`src/hdl/esl_pkg.sv`:
```
`default_nettype none
package esl_pkg;

  localparam int unsigned TimeW  = 32;
  localparam int unsigned CountW = 32;
  localparam int unsigned CfgW   = 32;

  typedef enum logic [1:0] {
    CMD_CHECK  = 2'd0,
    CMD_RECORD = 2'd1,
    CMD_CLEAR  = 2'd2
  } cmd_e;

  typedef enum logic [1:0] {
    MODE_TIMED = 2'd0,
    MODE_COUNT = 2'd1,
    MODE_OFF   = 2'd2
  } mode_e;

  typedef enum logic [1:0] {
    CFG_LIMIT_MODE    = 2'd0,
    CFG_WINDOW_LENGTH = 2'd1,
    CFG_EVENT_LIMIT   = 2'd2
  } cfg_idx_e;

  localparam logic [CountW-1:0] CountMax = {CountW{1'b1}};

endpackage
`default_nettype wire

```
`src/hdl/esl_in_if.sv`:
```
`default_nettype none
interface esl_in_if
  import esl_pkg::*;
();
  logic                   valid;
  logic                   ready;
  logic [1:0]             cmd;
  logic [TimeW-1:0]       time_now;

  modport source (output valid, output cmd, output time_now, input ready);
  modport sink   (input valid, input cmd, input time_now, output ready);
endinterface
`default_nettype wire

```
`src/hdl/esl_out_if.sv`:
```
`default_nettype none
interface esl_out_if
  import esl_pkg::*;
();
  logic                   valid;
  logic                   ready;
  logic                   suppressed;
  logic [CountW-1:0]      event_total;
  logic                   hold_active;

  modport source (output valid, output suppressed, output event_total, output hold_active,
                  input ready);
  modport sink   (input valid, input suppressed, input event_total, input hold_active,
                  output ready);
endinterface
`default_nettype wire

```
`src/hdl/event_suppression_limiter.sv`:
```
`default_nettype none
// event suppression limiter: one timestamped command in, one result out
//
// channels: in_i carries cmd (check, record, clear) and time_now; out_o carries
// suppressed, event_total and hold_active. both use valid/ready, a transfer
// happens at a rising edge with valid and ready high
// config: cfg_we_i/cfg_idx_i/cfg_wdata_i write limit_mode, window_length and
// event_limit; write only while no command is in flight
//
// an input transfer lands in the input register, then the result register
// drives out_o. throughput: one command per cycle while out_o is not
// stalled; the state update between the two registers is combinational
//
// reset: all state (active flag, count, window start, hold end), the config
// registers and both stage valids clear; the block is ready right after reset
// stall: a result held on out_o keeps its value; the input register still
// takes one more command, after that in_i.ready drops until out_o drains
module event_suppression_limiter
  import esl_pkg::*;
(
  input  wire logic            clk_i,
  input  wire logic            rst_ni,
  input  wire logic            cfg_we_i,
  input  wire logic [1:0]      cfg_idx_i,
  input  wire logic [CfgW-1:0] cfg_wdata_i,
  esl_in_if.sink               in_i,
  esl_out_if.source            out_o
);

  // config registers
  logic [1:0]        mode_q;
  logic [TimeW-1:0]  wlen_q;
  logic [CountW-1:0] limit_q;

  // limiter state
  logic              act_q, act_d;
  logic [CountW-1:0] cnt_q, cnt_d;
  logic [TimeW-1:0]  begin_q, begin_d;
  logic [TimeW-1:0]  hold_q, hold_d;

  // input register
  logic              s1_valid_q;
  logic [1:0]        s1_cmd_q;
  logic [TimeW-1:0]  s1_time_q;

  // result register
  logic              s2_valid_q;
  logic              sup_q, sup_d;

  logic s2_adv, s1_adv;

  // result register frees up when empty or its result leaves this cycle
  assign s2_adv     = !s2_valid_q || out_o.ready;
  assign s1_adv     = s1_valid_q && s2_adv;
  assign in_i.ready = !s1_valid_q || s2_adv;

  always_ff @(posedge clk_i or negedge rst_ni) begin
    if (!rst_ni) begin
      mode_q  <= MODE_TIMED;
      wlen_q  <= '0;
      limit_q <= '0;
    end else if (cfg_we_i) begin
      unique case (cfg_idx_i)
        CFG_LIMIT_MODE:    mode_q  <= cfg_wdata_i[1:0];
        CFG_WINDOW_LENGTH: wlen_q  <= cfg_wdata_i[TimeW-1:0];
        CFG_EVENT_LIMIT:   limit_q <= cfg_wdata_i[CountW-1:0];
        default: ;  // unused index, write dropped
      endcase
    end
  end

  function automatic mode_e s1_mode();
    unique case (mode_q)
      MODE_TIMED: s1_mode = MODE_TIMED;
      MODE_COUNT: s1_mode = MODE_COUNT;
      default:    s1_mode = MODE_OFF;
    endcase
  endfunction

  // next state and result for the command in the input register
  logic [TimeW-1:0]  elapsed;
  logic              roll;
  logic              act_r;
  logic [CountW-1:0] cnt_r, cnt_inc_r, cnt_inc;
  logic              before_hold;

  always_comb begin
    act_d   = act_q;
    cnt_d   = cnt_q;
    begin_d = begin_q;
    hold_d  = hold_q;
    sup_d   = 1'b0;

    // counted window restart, modulo 2^32 elapsed time
    elapsed     = s1_time_q - begin_q;
    roll        = elapsed > wlen_q;
    act_r       = roll ? 1'b0 : act_q;
    cnt_r       = roll ? '0 : cnt_q;
    cnt_inc_r   = (cnt_r == CountMax) ? cnt_r : cnt_r + 1'b1;
    cnt_inc     = (cnt_q == CountMax) ? cnt_q : cnt_q + 1'b1;
    before_hold = s1_time_q < hold_q;

    unique case (s1_cmd_q)
      CMD_CHECK: begin
        unique case (s1_mode())
          MODE_TIMED: begin
            if (act_q && before_hold) begin
              sup_d = 1'b1;
            end else if (act_q) begin
              // hold has run out; a check or a clear ends it, a record does not
              act_d = 1'b0;
              cnt_d = '0;
            end
          end
          MODE_COUNT: begin
            if (roll) begin
              begin_d = s1_time_q;
            end
            act_d = act_r;
            cnt_d = cnt_r;
            sup_d = act_r;
          end
          default: ;  // disabled and mode three never suppress
        endcase
      end
      CMD_RECORD: begin
        unique case (s1_mode())
          MODE_TIMED: begin
            if (!act_q) begin
              // first event opens the hold
              act_d  = 1'b1;
              hold_d = s1_time_q + wlen_q;
              cnt_d  = CountW'(1);
            end else begin
              cnt_d = cnt_inc;
              sup_d = before_hold;
            end
          end
          MODE_COUNT: begin
            if (roll) begin
              begin_d = s1_time_q;
            end
            cnt_d = cnt_inc_r;
            if (cnt_inc_r > limit_q) begin
              act_d = 1'b1;
              sup_d = 1'b1;
            end else begin
              act_d = act_r;
            end
          end
          default: ;
        endcase
      end
      CMD_CLEAR: begin
        act_d   = 1'b0;
        cnt_d   = '0;
        begin_d = '0;
        hold_d  = '0;
      end
      default: ;  // command three leaves state alone
    endcase
  end

  // input register
  always_ff @(posedge clk_i or negedge rst_ni) begin
    if (!rst_ni) begin
      s1_valid_q <= 1'b0;
    end else if (in_i.ready) begin
      s1_valid_q <= in_i.valid;
    end
  end

  always_ff @(posedge clk_i) begin
    if (in_i.valid && in_i.ready) begin
      s1_cmd_q  <= in_i.cmd;
      s1_time_q <= in_i.time_now;
    end
  end

  // state and result register, updated as the command leaves the input register
  always_ff @(posedge clk_i or negedge rst_ni) begin
    if (!rst_ni) begin
      act_q      <= 1'b0;
      cnt_q      <= '0;
      begin_q    <= '0;
      hold_q     <= '0;
      s2_valid_q <= 1'b0;
    end else begin
      if (s1_adv) begin
        act_q   <= act_d;
        cnt_q   <= cnt_d;
        begin_q <= begin_d;
        hold_q  <= hold_d;
      end
      if (s2_adv) begin
        s2_valid_q <= s1_valid_q;
      end
    end
  end

  logic [CountW-1:0] total_q;
  logic              hact_q;

  always_ff @(posedge clk_i) begin
    if (s1_adv) begin
      sup_q   <= sup_d;
      total_q <= cnt_d;
      hact_q  <= act_d;
    end
  end

  assign out_o.valid       = s2_valid_q;
  assign out_o.suppressed  = sup_q;
  assign out_o.event_total = total_q;
  assign out_o.hold_active = hact_q;

endmodule
`default_nettype wire

```
`src/flat_wrapper.sv`:
```
// flat-port wrapper written by rule: the top's interface ports become plain ports
module event_suppression_limiter_flat import esl_pkg::*;
  (clk_i, rst_ni, cfg_we_i, cfg_idx_i, cfg_wdata_i, in_i_valid, in_i_cmd, in_i_time_now, in_i_ready, out_o_valid, out_o_suppressed, out_o_event_total, out_o_hold_active, out_o_ready);
  esl_in_if in_i_i ();
  esl_out_if out_o_i ();
  input  wire logic clk_i;
  input  wire logic rst_ni;
  input  wire logic cfg_we_i;
  input  wire logic [1:0] cfg_idx_i;
  input  wire logic [CfgW-1:0] cfg_wdata_i;
  input wire logic [$bits(in_i_i.valid)-1:0] in_i_valid;
  input wire logic [$bits(in_i_i.cmd)-1:0] in_i_cmd;
  input wire logic [$bits(in_i_i.time_now)-1:0] in_i_time_now;
  output wire logic [$bits(in_i_i.ready)-1:0] in_i_ready;
  output wire logic [$bits(out_o_i.valid)-1:0] out_o_valid;
  output wire logic [$bits(out_o_i.suppressed)-1:0] out_o_suppressed;
  output wire logic [$bits(out_o_i.event_total)-1:0] out_o_event_total;
  output wire logic [$bits(out_o_i.hold_active)-1:0] out_o_hold_active;
  input wire logic [$bits(out_o_i.ready)-1:0] out_o_ready;
  assign in_i_i.valid = in_i_valid;
  assign in_i_i.cmd = in_i_cmd;
  assign in_i_i.time_now = in_i_time_now;
  assign in_i_ready = in_i_i.ready;
  assign out_o_valid = out_o_i.valid;
  assign out_o_suppressed = out_o_i.suppressed;
  assign out_o_event_total = out_o_i.event_total;
  assign out_o_hold_active = out_o_i.hold_active;
  assign out_o_i.ready = out_o_ready;
  event_suppression_limiter u_core (.clk_i(clk_i), .rst_ni(rst_ni), .cfg_we_i(cfg_we_i), .cfg_idx_i(cfg_idx_i), .cfg_wdata_i(cfg_wdata_i), .in_i(in_i_i), .out_o(out_o_i));
endmodule
```
`config.mk`:
```
export PLATFORM = sky130hd
export DESIGN_NAME = event_suppression_limiter_flat
export DESIGN_NICKNAME = d
export VERILOG_FILES = /design/src/hdl/esl_pkg.sv /design/src/hdl/esl_in_if.sv /design/src/hdl/esl_out_if.sv /design/src/hdl/event_suppression_limiter.sv /design/src/flat_wrapper.sv
export SDC_FILE = /design/constraint.sdc
export NUM_CORES = 1
export LEC_CHECK = 0
export BUFFER_PORTS_ARGS = -buffer_cell sky130_fd_sc_hd__buf_2
export CAP_MARGIN = 20
export CORE_MARGIN = 1.5
export CORE_UTILIZATION = 45
export DETAILED_ROUTE_END_ITERATION = 16
export PLACE_DENSITY = 0.71
export SETUP_SLACK_MARGIN = 0.3
export SYNTH_ARGS = -nofsm -noshare
export SYNTH_HDL_FRONTEND = slang
export SYNTH_SLANG_ARGS = --single-unit
```
`constraint.sdc`:
```
create_clock -name clk_i -period 9.6 [get_ports clk_i]
set_clock_uncertainty 0.1 [all_clocks]
set_input_delay 0.48 -clock clk_i [delete_from_list [all_inputs] [get_ports clk_i]]
set_output_delay 0.48 -clock clk_i [all_outputs]
set_load 0.02 [all_outputs]
```
Yosys cells after proc, flatten, opt, wreduce, memory -nomap -nowiden
Index checks and enable logic that the tools add are counted.

Magnitude comparators: 3. Reductions and logical operators: 19. Add/subtract/negate cells: 4. Muxes and demuxes: 31. Equal/unequal tests: 13.

Operator list (number): 32-bit 2-to-1 mux (11); 32-bit one-hot mux with 2 select lines (3); 32-bit one-hot mux with 3 select lines (2); 32-bit by 1-bit adder with 32-bit output, second input constant (2); 32-bit equality test, second input constant (2); 32-bit > comparator (2); 32-bit adder (1); 32-bit less-than comparator (1); 32-bit subtractor (1); 2-bit by 1-bit equality test with 1-bit output, second input constant (5); 2-bit zero test (5); 1-bit one-hot mux with 2 select lines (5); 4-bit AND reduction (2); 1-bit 2-to-1 mux (6); 2-bit AND reduction (3); 2-bit equality test, second input constant (2); 2-bit 2-to-1 mux (2); 2-bit by 1-bit inequality test with 1-bit output, second input constant (2); 2-bit inequality test, second input constant (2); 2-bit one-hot mux with 2 select lines (1); 1-bit logical AND (3); 1-bit one-hot mux with 3 select lines (1); 3-bit nonzero test (1); 1-bit zero test (2); 2 further kinds (3).

Output and inout port bits: 36. Flip-flop bits (word level): 233. Input bits: 73. Logic and storage cells: 84.

Logic depth before layout (Yosys ltp)
Depth after elaboration: 9. Mapped depth: 40. Mapped depth without buffers: 38.

Worst setup path before layout
OpenSTA, ideal clock, no wires.

Kind: reg2reg. Start: register u_core.s1_time_q[0]. End: register u_core.sup_q (netlist: u_core.out_o.suppressed), data pin. Arrival: 6977 ps. Period minus slack after synthesis: 7342 ps. Setup slack: 2258 ps. Stages on the path, launching flop included: 41. Cell sequence: edfxtp_1 > inv_1 > ha_1 > inv_1 > fa_1 > a211oi_1 > o211ai_1 > nand3_1 > nand3_1 > a41oi_1 > o21ai_1 > a21o_1 > a21oi_1 > xnor2_1 > ha_1 > a21oi_1 > nand2_1 > a221o_1 > [... 5 more ...] > nand3_1 > nor3_2 > and3_1 > buf_2 > nor2_1 > and3_1 > xnor2_1 > nor2_1 > ha_1 > a21oi_1 > nor2_1 > a2111oi_0 > o21bai_1 > a221oi_1 > a31oi_1 > a21oi_1 > a2bb2oi_1 > nor2_1.

Cells in the longest elaborated chain, start to end: 9.

RTL lines: from (decl) (RTL line event_suppression_limiter.sv:44) `logic [TimeW-1:0] s1_time_q;`; from (signal assigned) (RTL line event_suppression_limiter.sv:176) `s1_time_q <= in_i.time_now;`; 32-bit subtractor (RTL line event_suppression_limiter.sv:95) `elapsed = s1_time_q - begin_q;`; 32-bit > comparator (RTL line event_suppression_limiter.sv:96) `roll = elapsed > wlen_q;`; 32-bit 2-to-1 mux (RTL line event_suppression_limiter.sv:98) `cnt_r = roll ? '0 : cnt_q;`; 32-bit by 1-bit adder with 32-bit output / 32-bit equality test (equally long branches) (RTL line event_suppression_limiter.sv:99) `cnt_inc_r = (cnt_r == CountMax) ? cnt_r : cnt_r + 1'b1;`; 32-bit 2-to-1 mux (RTL line event_suppression_limiter.sv:99); 32-bit > comparator (RTL line event_suppression_limiter.sv:144) `if (cnt_inc_r > limit_q) begin`; 1-bit 2-to-1 mux (RTL line event_suppression_limiter.sv:144); 1-bit one-hot mux with 2 select lines (RTL line event_suppression_limiter.sv:127) `unique case (s1_mode())`; 1-bit one-hot mux with 2 select lines (*) (RTL line event_suppression_limiter.sv:103) `unique case (s1_cmd_q)`; named net u_core.sup_d (RTL line event_suppression_limiter.sv:48) `logic sup_q, sup_d;`; to (signal assigned) (RTL line event_suppression_limiter.sv:206) `sup_q <= sup_d;`; to (decl) (RTL line event_suppression_limiter.sv:48).

Mark *: on every way through the listed nets, which the timed path passes. The rest lies on a longest branch. A chain may end at the register's enable or synchronous reset.

Worst setup path after layout
Start: register u_core.s1_time_q[0]. End: register u_core.hact_q (netlist: u_core.out_o.hold_active), data pin.

Cells in the longest elaborated chain, start to end: 9.

RTL lines: 32-bit subtractor (RTL line event_suppression_limiter.sv:95); 32-bit > comparator (RTL line event_suppression_limiter.sv:96); 32-bit 2-to-1 mux (RTL line event_suppression_limiter.sv:98); 32-bit by 1-bit adder with 32-bit output / 32-bit equality test (equally long branches) (RTL line event_suppression_limiter.sv:99); 32-bit 2-to-1 mux (RTL line event_suppression_limiter.sv:99); 32-bit > comparator (RTL line event_suppression_limiter.sv:144); 1-bit 2-to-1 mux (RTL line event_suppression_limiter.sv:144); 1-bit one-hot mux with 2 select lines (RTL line event_suppression_limiter.sv:127); 1-bit one-hot mux with 3 select lines (*) (RTL line event_suppression_limiter.sv:103); named net u_core.act_d (RTL line event_suppression_limiter.sv:36) `logic act_q, act_d;`; to (signal assigned) (RTL line event_suppression_limiter.sv:208) `hact_q <= act_d;`; to (decl) (RTL line event_suppression_limiter.sv:202) `logic hact_q;`.

Marks and branches as above.

==> results.py <==
metrics = {
    "global_routing": {
        "grt_use_met3_pct": 3.95,
        "antenna_found_initial": 0,
        "grt_pass1_vias": 14400,
        "grt_use_met1_pct": 37.7,
        "gr-max-usage-layer": "met2",
        "grt.total_usage_pct": 26.5,
        "grt_pass1_wl_mm": 79.9,
        "grt.met2_usage_pct": 41.3,
        "gr-total-overflow": 0,
        "grt_start_max_net_pins": 97,
    },
    "placement": {
        "post-dp-hpwl_mm": 37.8,
        "placed_area_um2": 17700,
        "port_buffers": 108,
        "gp_congestion": 0.982,
        "dp.cells": 2349,
    },
    "cells_and_area": {
        "layoutNonFillerInstCount": 2434,
        "drive_above_1_share_pct": 13.8,
        "regArea_um2": 6170,
        "nNetsFinal": 2179,
        "fin_area_um2": 19000,
        "fillers": 3400,
        "area_growth_pct": 12.6,
        "multi_input_area_um2": 9750,
        "n_antenna_cell": 0,
    },
    "critical_path": {
        "reg2regPathDepth": 38,
        "worstPathRequired_ns": 9.94,
        "r2r-start": "u_core.s1_time_q[0]$_DFFE_PP_",
        "cp-start-kind": "flip-flop",
        "cp.arrival_ns": 9.02,
        "slowest_delay_ns": 0.46,
        "worstPathBufferInverterCount": 2,
        "crit_fanout": 8,
        "critical_path.top_delay_family": "compound AO/OA/AOI/OAI gates",
        "r2r_slack_ns": 0.92,
        "rr_endpoint": "u_core.out_o.hold_active$_DFFE_PP_",
        "path_common_cell": "ha_1",
        "worstSetupPathType": "reg -> reg",
        "slowest_stage": "nor4_1",
        "endpoint_kind": "flip-flop",
    },
    "hold_path": {
        "hold_end": "u_core.s1_valid_q$_DFFE_PN0N_",
        "hold_path_depth": 2,
        "hold_class": "in -> reg",
        "min_from": "in_i_valid",
    },
    "timing": {
        "holdWs_ns": 0.0178,
        "fmax_ghz": 0.115,
        "slew_violations": 0,
        "setup_tns_ns": 0,
        "hold_violations": 0,
        "period_share_pct": 90.4,
        "setup_viol": 0,
        "max_slew_margin_pct": 26.9,
        "rsz0062_at_grt": "no",
        "fin_crit_ns": 8.68,
        "worst_pin_slew_ns": 1.10,
    },
    "floorplanning": {
        "fp.dieH_um": 196,
        "rows": 70,
        "coreArea_um2": 36700,
        "initial_core_util_pct": 45.9,
        "fp.dieW_um": 196,
        "die_area_um2": 38600,
        "ios": 109,
    },
    "pwr": {
        "power.density_nw_per_um2": 255,
        "seqPwrFrac_pct": 30.7,
        "power_leakage_nw": 8.47,
        "switching_share_pct": 42.4,
        "internal_power_mw": 2.79,
        "switching_power_mw": 2.05,
        "vdd_drop_max_v": 0.000167,
        "p_clk_share_pct": 21.3,
        "pwr-share-comb_pct": 48.0,
    },
    "synthesis": {
        "syn_area_per_cell_um2": 9.15,
        "mappedNetlistNets": 2076,
        "synth_warnings": 0,
        "ys_seq_area_share_pct": 36.6,
        "yosys.cell_types.count": 92,
        "netlist_top_cells_area": "dfrtp_1 (25%), edfxtp_1 (12%), ha_1 (12%)",
        "synth-main-ff-cell": "dfrtp_1",
        "syn_inst": 1842,
        "synth_top_area_share_pct": 24.5,
        "synthesis.area_um2": 16800,
        "synth-edff-count": 68,
        "synthArstFlopShare_pct": 70.8,
        "synth.largest_area_cell": "dfrtp_1",
        "synth.ff_latch_count": 233,
    },
    "clock_tree": {
        "cts-root-buf": "clkbuf_16",
        "cts_made_buffers": 27,
        "cts_tree": "done",
        "clockBufferDepth": 3,
        "htreeDepth": 1,
        "cts_sinks": 233,
        "insertion_delay_ns": 0.58,
        "post_cts_buffers": 0,
        "path_clk_slew_ns": 0.07,
    },
    "drt": {
        "wl_per_cell_um": 21.0,
        "routed_wl_mm": 51.1,
        "drt_iter0_markers": 1281,
        "drc": 0,
        "vias": 14600,
        "ant_nets": 0,
        "dr.pass1.iters": 6,
        "via_per_inst": 6.00,
    },
    "job": {
        "cap_violations": 0,
    },
    "status": {
        "status": "complete, no violations",
    },
}
==> repair_timing <==
item	in CTS	in global routing
resized for setup	0	1
endpoints found under the hold margin	119	0
endpoints found under the setup margin	0	3
hold buffers	34	0
==> layer usage <==
metal,part of all wire [%],wire length [um]
met3,7.7,3940
met1,45,23200
met5,0,0
met2,44,22400
met4,3.1,1570
==> cell usage after synthesis (all sizes together), types with 10 or more instances <==
master,count
a211oi,16
a21o,51
a21oi,116
a22o,33
a31oi,13
and2,14
and3,15
and4,16
buf,37
clkbuf,48
dfrtp,165
edfxtp,68
ha,159
inv,152
mux2,66
nand2,168
nand2b,12
nand3,48
nand4,37
nor2,140
nor3,48
nor4,15
o211ai,14
o21a,11
o21ai,117
o221ai,10
o2bb2ai,14
o31ai,15
xnor2,70
xor2,28
==> stage by stage <==
| step | utilization (%) | total power, mW | setup slack, ns |
|---|---|---|---|
| after floorplan | - | 3.15 | 2.26 |
| after global placement | 48.3 | 3.70 | 1.10 |
| after detailed placement | 48.3 | 3.76 | 0.938 |
| after CTS | 51.6 | 4.83 | 0.890 |
| after global routing | 51.7 | 5.19 | 0.345 |
| final | 51.7 | 4.84 | 0.917 |
==> worst reg2reg max path, delay by kind of cell, from the launching register on <==
kind	cells	cell delay, ns
adder cells (fa/ha/maj)	5	1.36
XOR/XNOR	2	0.35
buffers and inverters	2	0.13
AO/OA/AOI/OAI	16	3.44
AND/OR/NAND/NOR	13	2.74
flip-flops	1	0.43
==> how the worst max path moves through the flow <==
stage                                             start  slack, ns  cells past startpoint                                 end
after floorplan           u_core.s1_time_q[0]$_DFFE_PP_       2.26                     40   u_core.out_o.suppressed$_DFFE_PP_
after global placement    u_core.s1_time_q[0]$_DFFE_PP_       1.10                     38  u_core.out_o.hold_active$_DFFE_PP_
after detailed placement  u_core.s1_time_q[0]$_DFFE_PP_       0.94                     37   u_core.out_o.suppressed$_DFFE_PP_
after CTS                 u_core.s1_time_q[0]$_DFFE_PP_       0.89                     37   u_core.out_o.suppressed$_DFFE_PP_
after global routing      u_core.s1_time_q[0]$_DFFE_PP_       0.34                     38            u_core.act_q$_DFFE_PN0P_
final                     u_core.s1_time_q[0]$_DFFE_PP_       0.92                     38  u_core.out_o.hold_active$_DFFE_PP_
==> registers in the layout, summed over array words and instances, names as in the netlist <==
register / count
u_core.begin_q: 32
u_core.out_o.valid: 1
u_core.limit_q: 32
u_core.act_q: 1
u_core.s1_cmd_q: 2
u_core.hold_q: 32
u_core.s1_valid_q: 1
u_core.out_o.event_total: 32
u_core.mode_q: 2
u_core.cnt_q: 32
u_core.wlen_q: 32
u_core.out_o.hold_active: 1
u_core.out_o.suppressed: 1
u_core.s1_time_q: 32
==> placed cells by master, fill, tap and decap left out, drive strengths merged, types with 28 or more instances in the layout <==
cell type,instances
inv,154
edfxtp,68
nand2,168
nand3,48
nand4,37
buf,125
a22o,33
xnor2,70
o21ai,117
xor2,28
nor2,140
dfrtp,165
a21oi,116
mux2,66
nor3,48
a21o,51
dlygate4sd3,34
clkbuf,36
ha,159
==> cell type report <==
| type | instances | area share (%) |
|---|---|---|
| Clock inverter | 14 | 0.732 |
| Sequential cell | 233 | 32.5 |
| Timing Repair Buffer | 159 | 5.41 |
| Clock buffer | 36 | 3.84 |
| Inverter | 153 | 3.03 |
| Multi-Input combinational cell | 1371 | 51.4 |
| Tap cell | 468 | 3.09 |
==> power groups by stage <==
| stage | clock network (mW) | registers [mW] | logic (mW) |
|---|---|---|---|
| finish | 1.03 | 1.49 | 2.32 |
| global route | 1.09 | 1.51 | 2.59 |
| CTS | 1.06 | 1.48 | 2.29 |
| detailed placement | 0 | 1.50 | 2.26 |
| global placement | 0 | 1.49 | 2.20 |
| floorplan | 0 | 1.40 | 1.76 |
==> kinds of logic (layout without fill, tap and decap cells) <==
kind of cell               after synthesis  after routing  synth area share (%)
AOI/OAI and AO/OA                      488            488                  19.6
xor gates and xnor gates                98             98                  5.09
adders and majority gates              161            161                  12.0
buffers and inverters                  238            362                  5.64
DFF                                    233            233                  36.6
muxes                                   70             70                  4.65
and+or+nand+nor                        554            554                  16.3
Power figures use the tool's default switching activity.
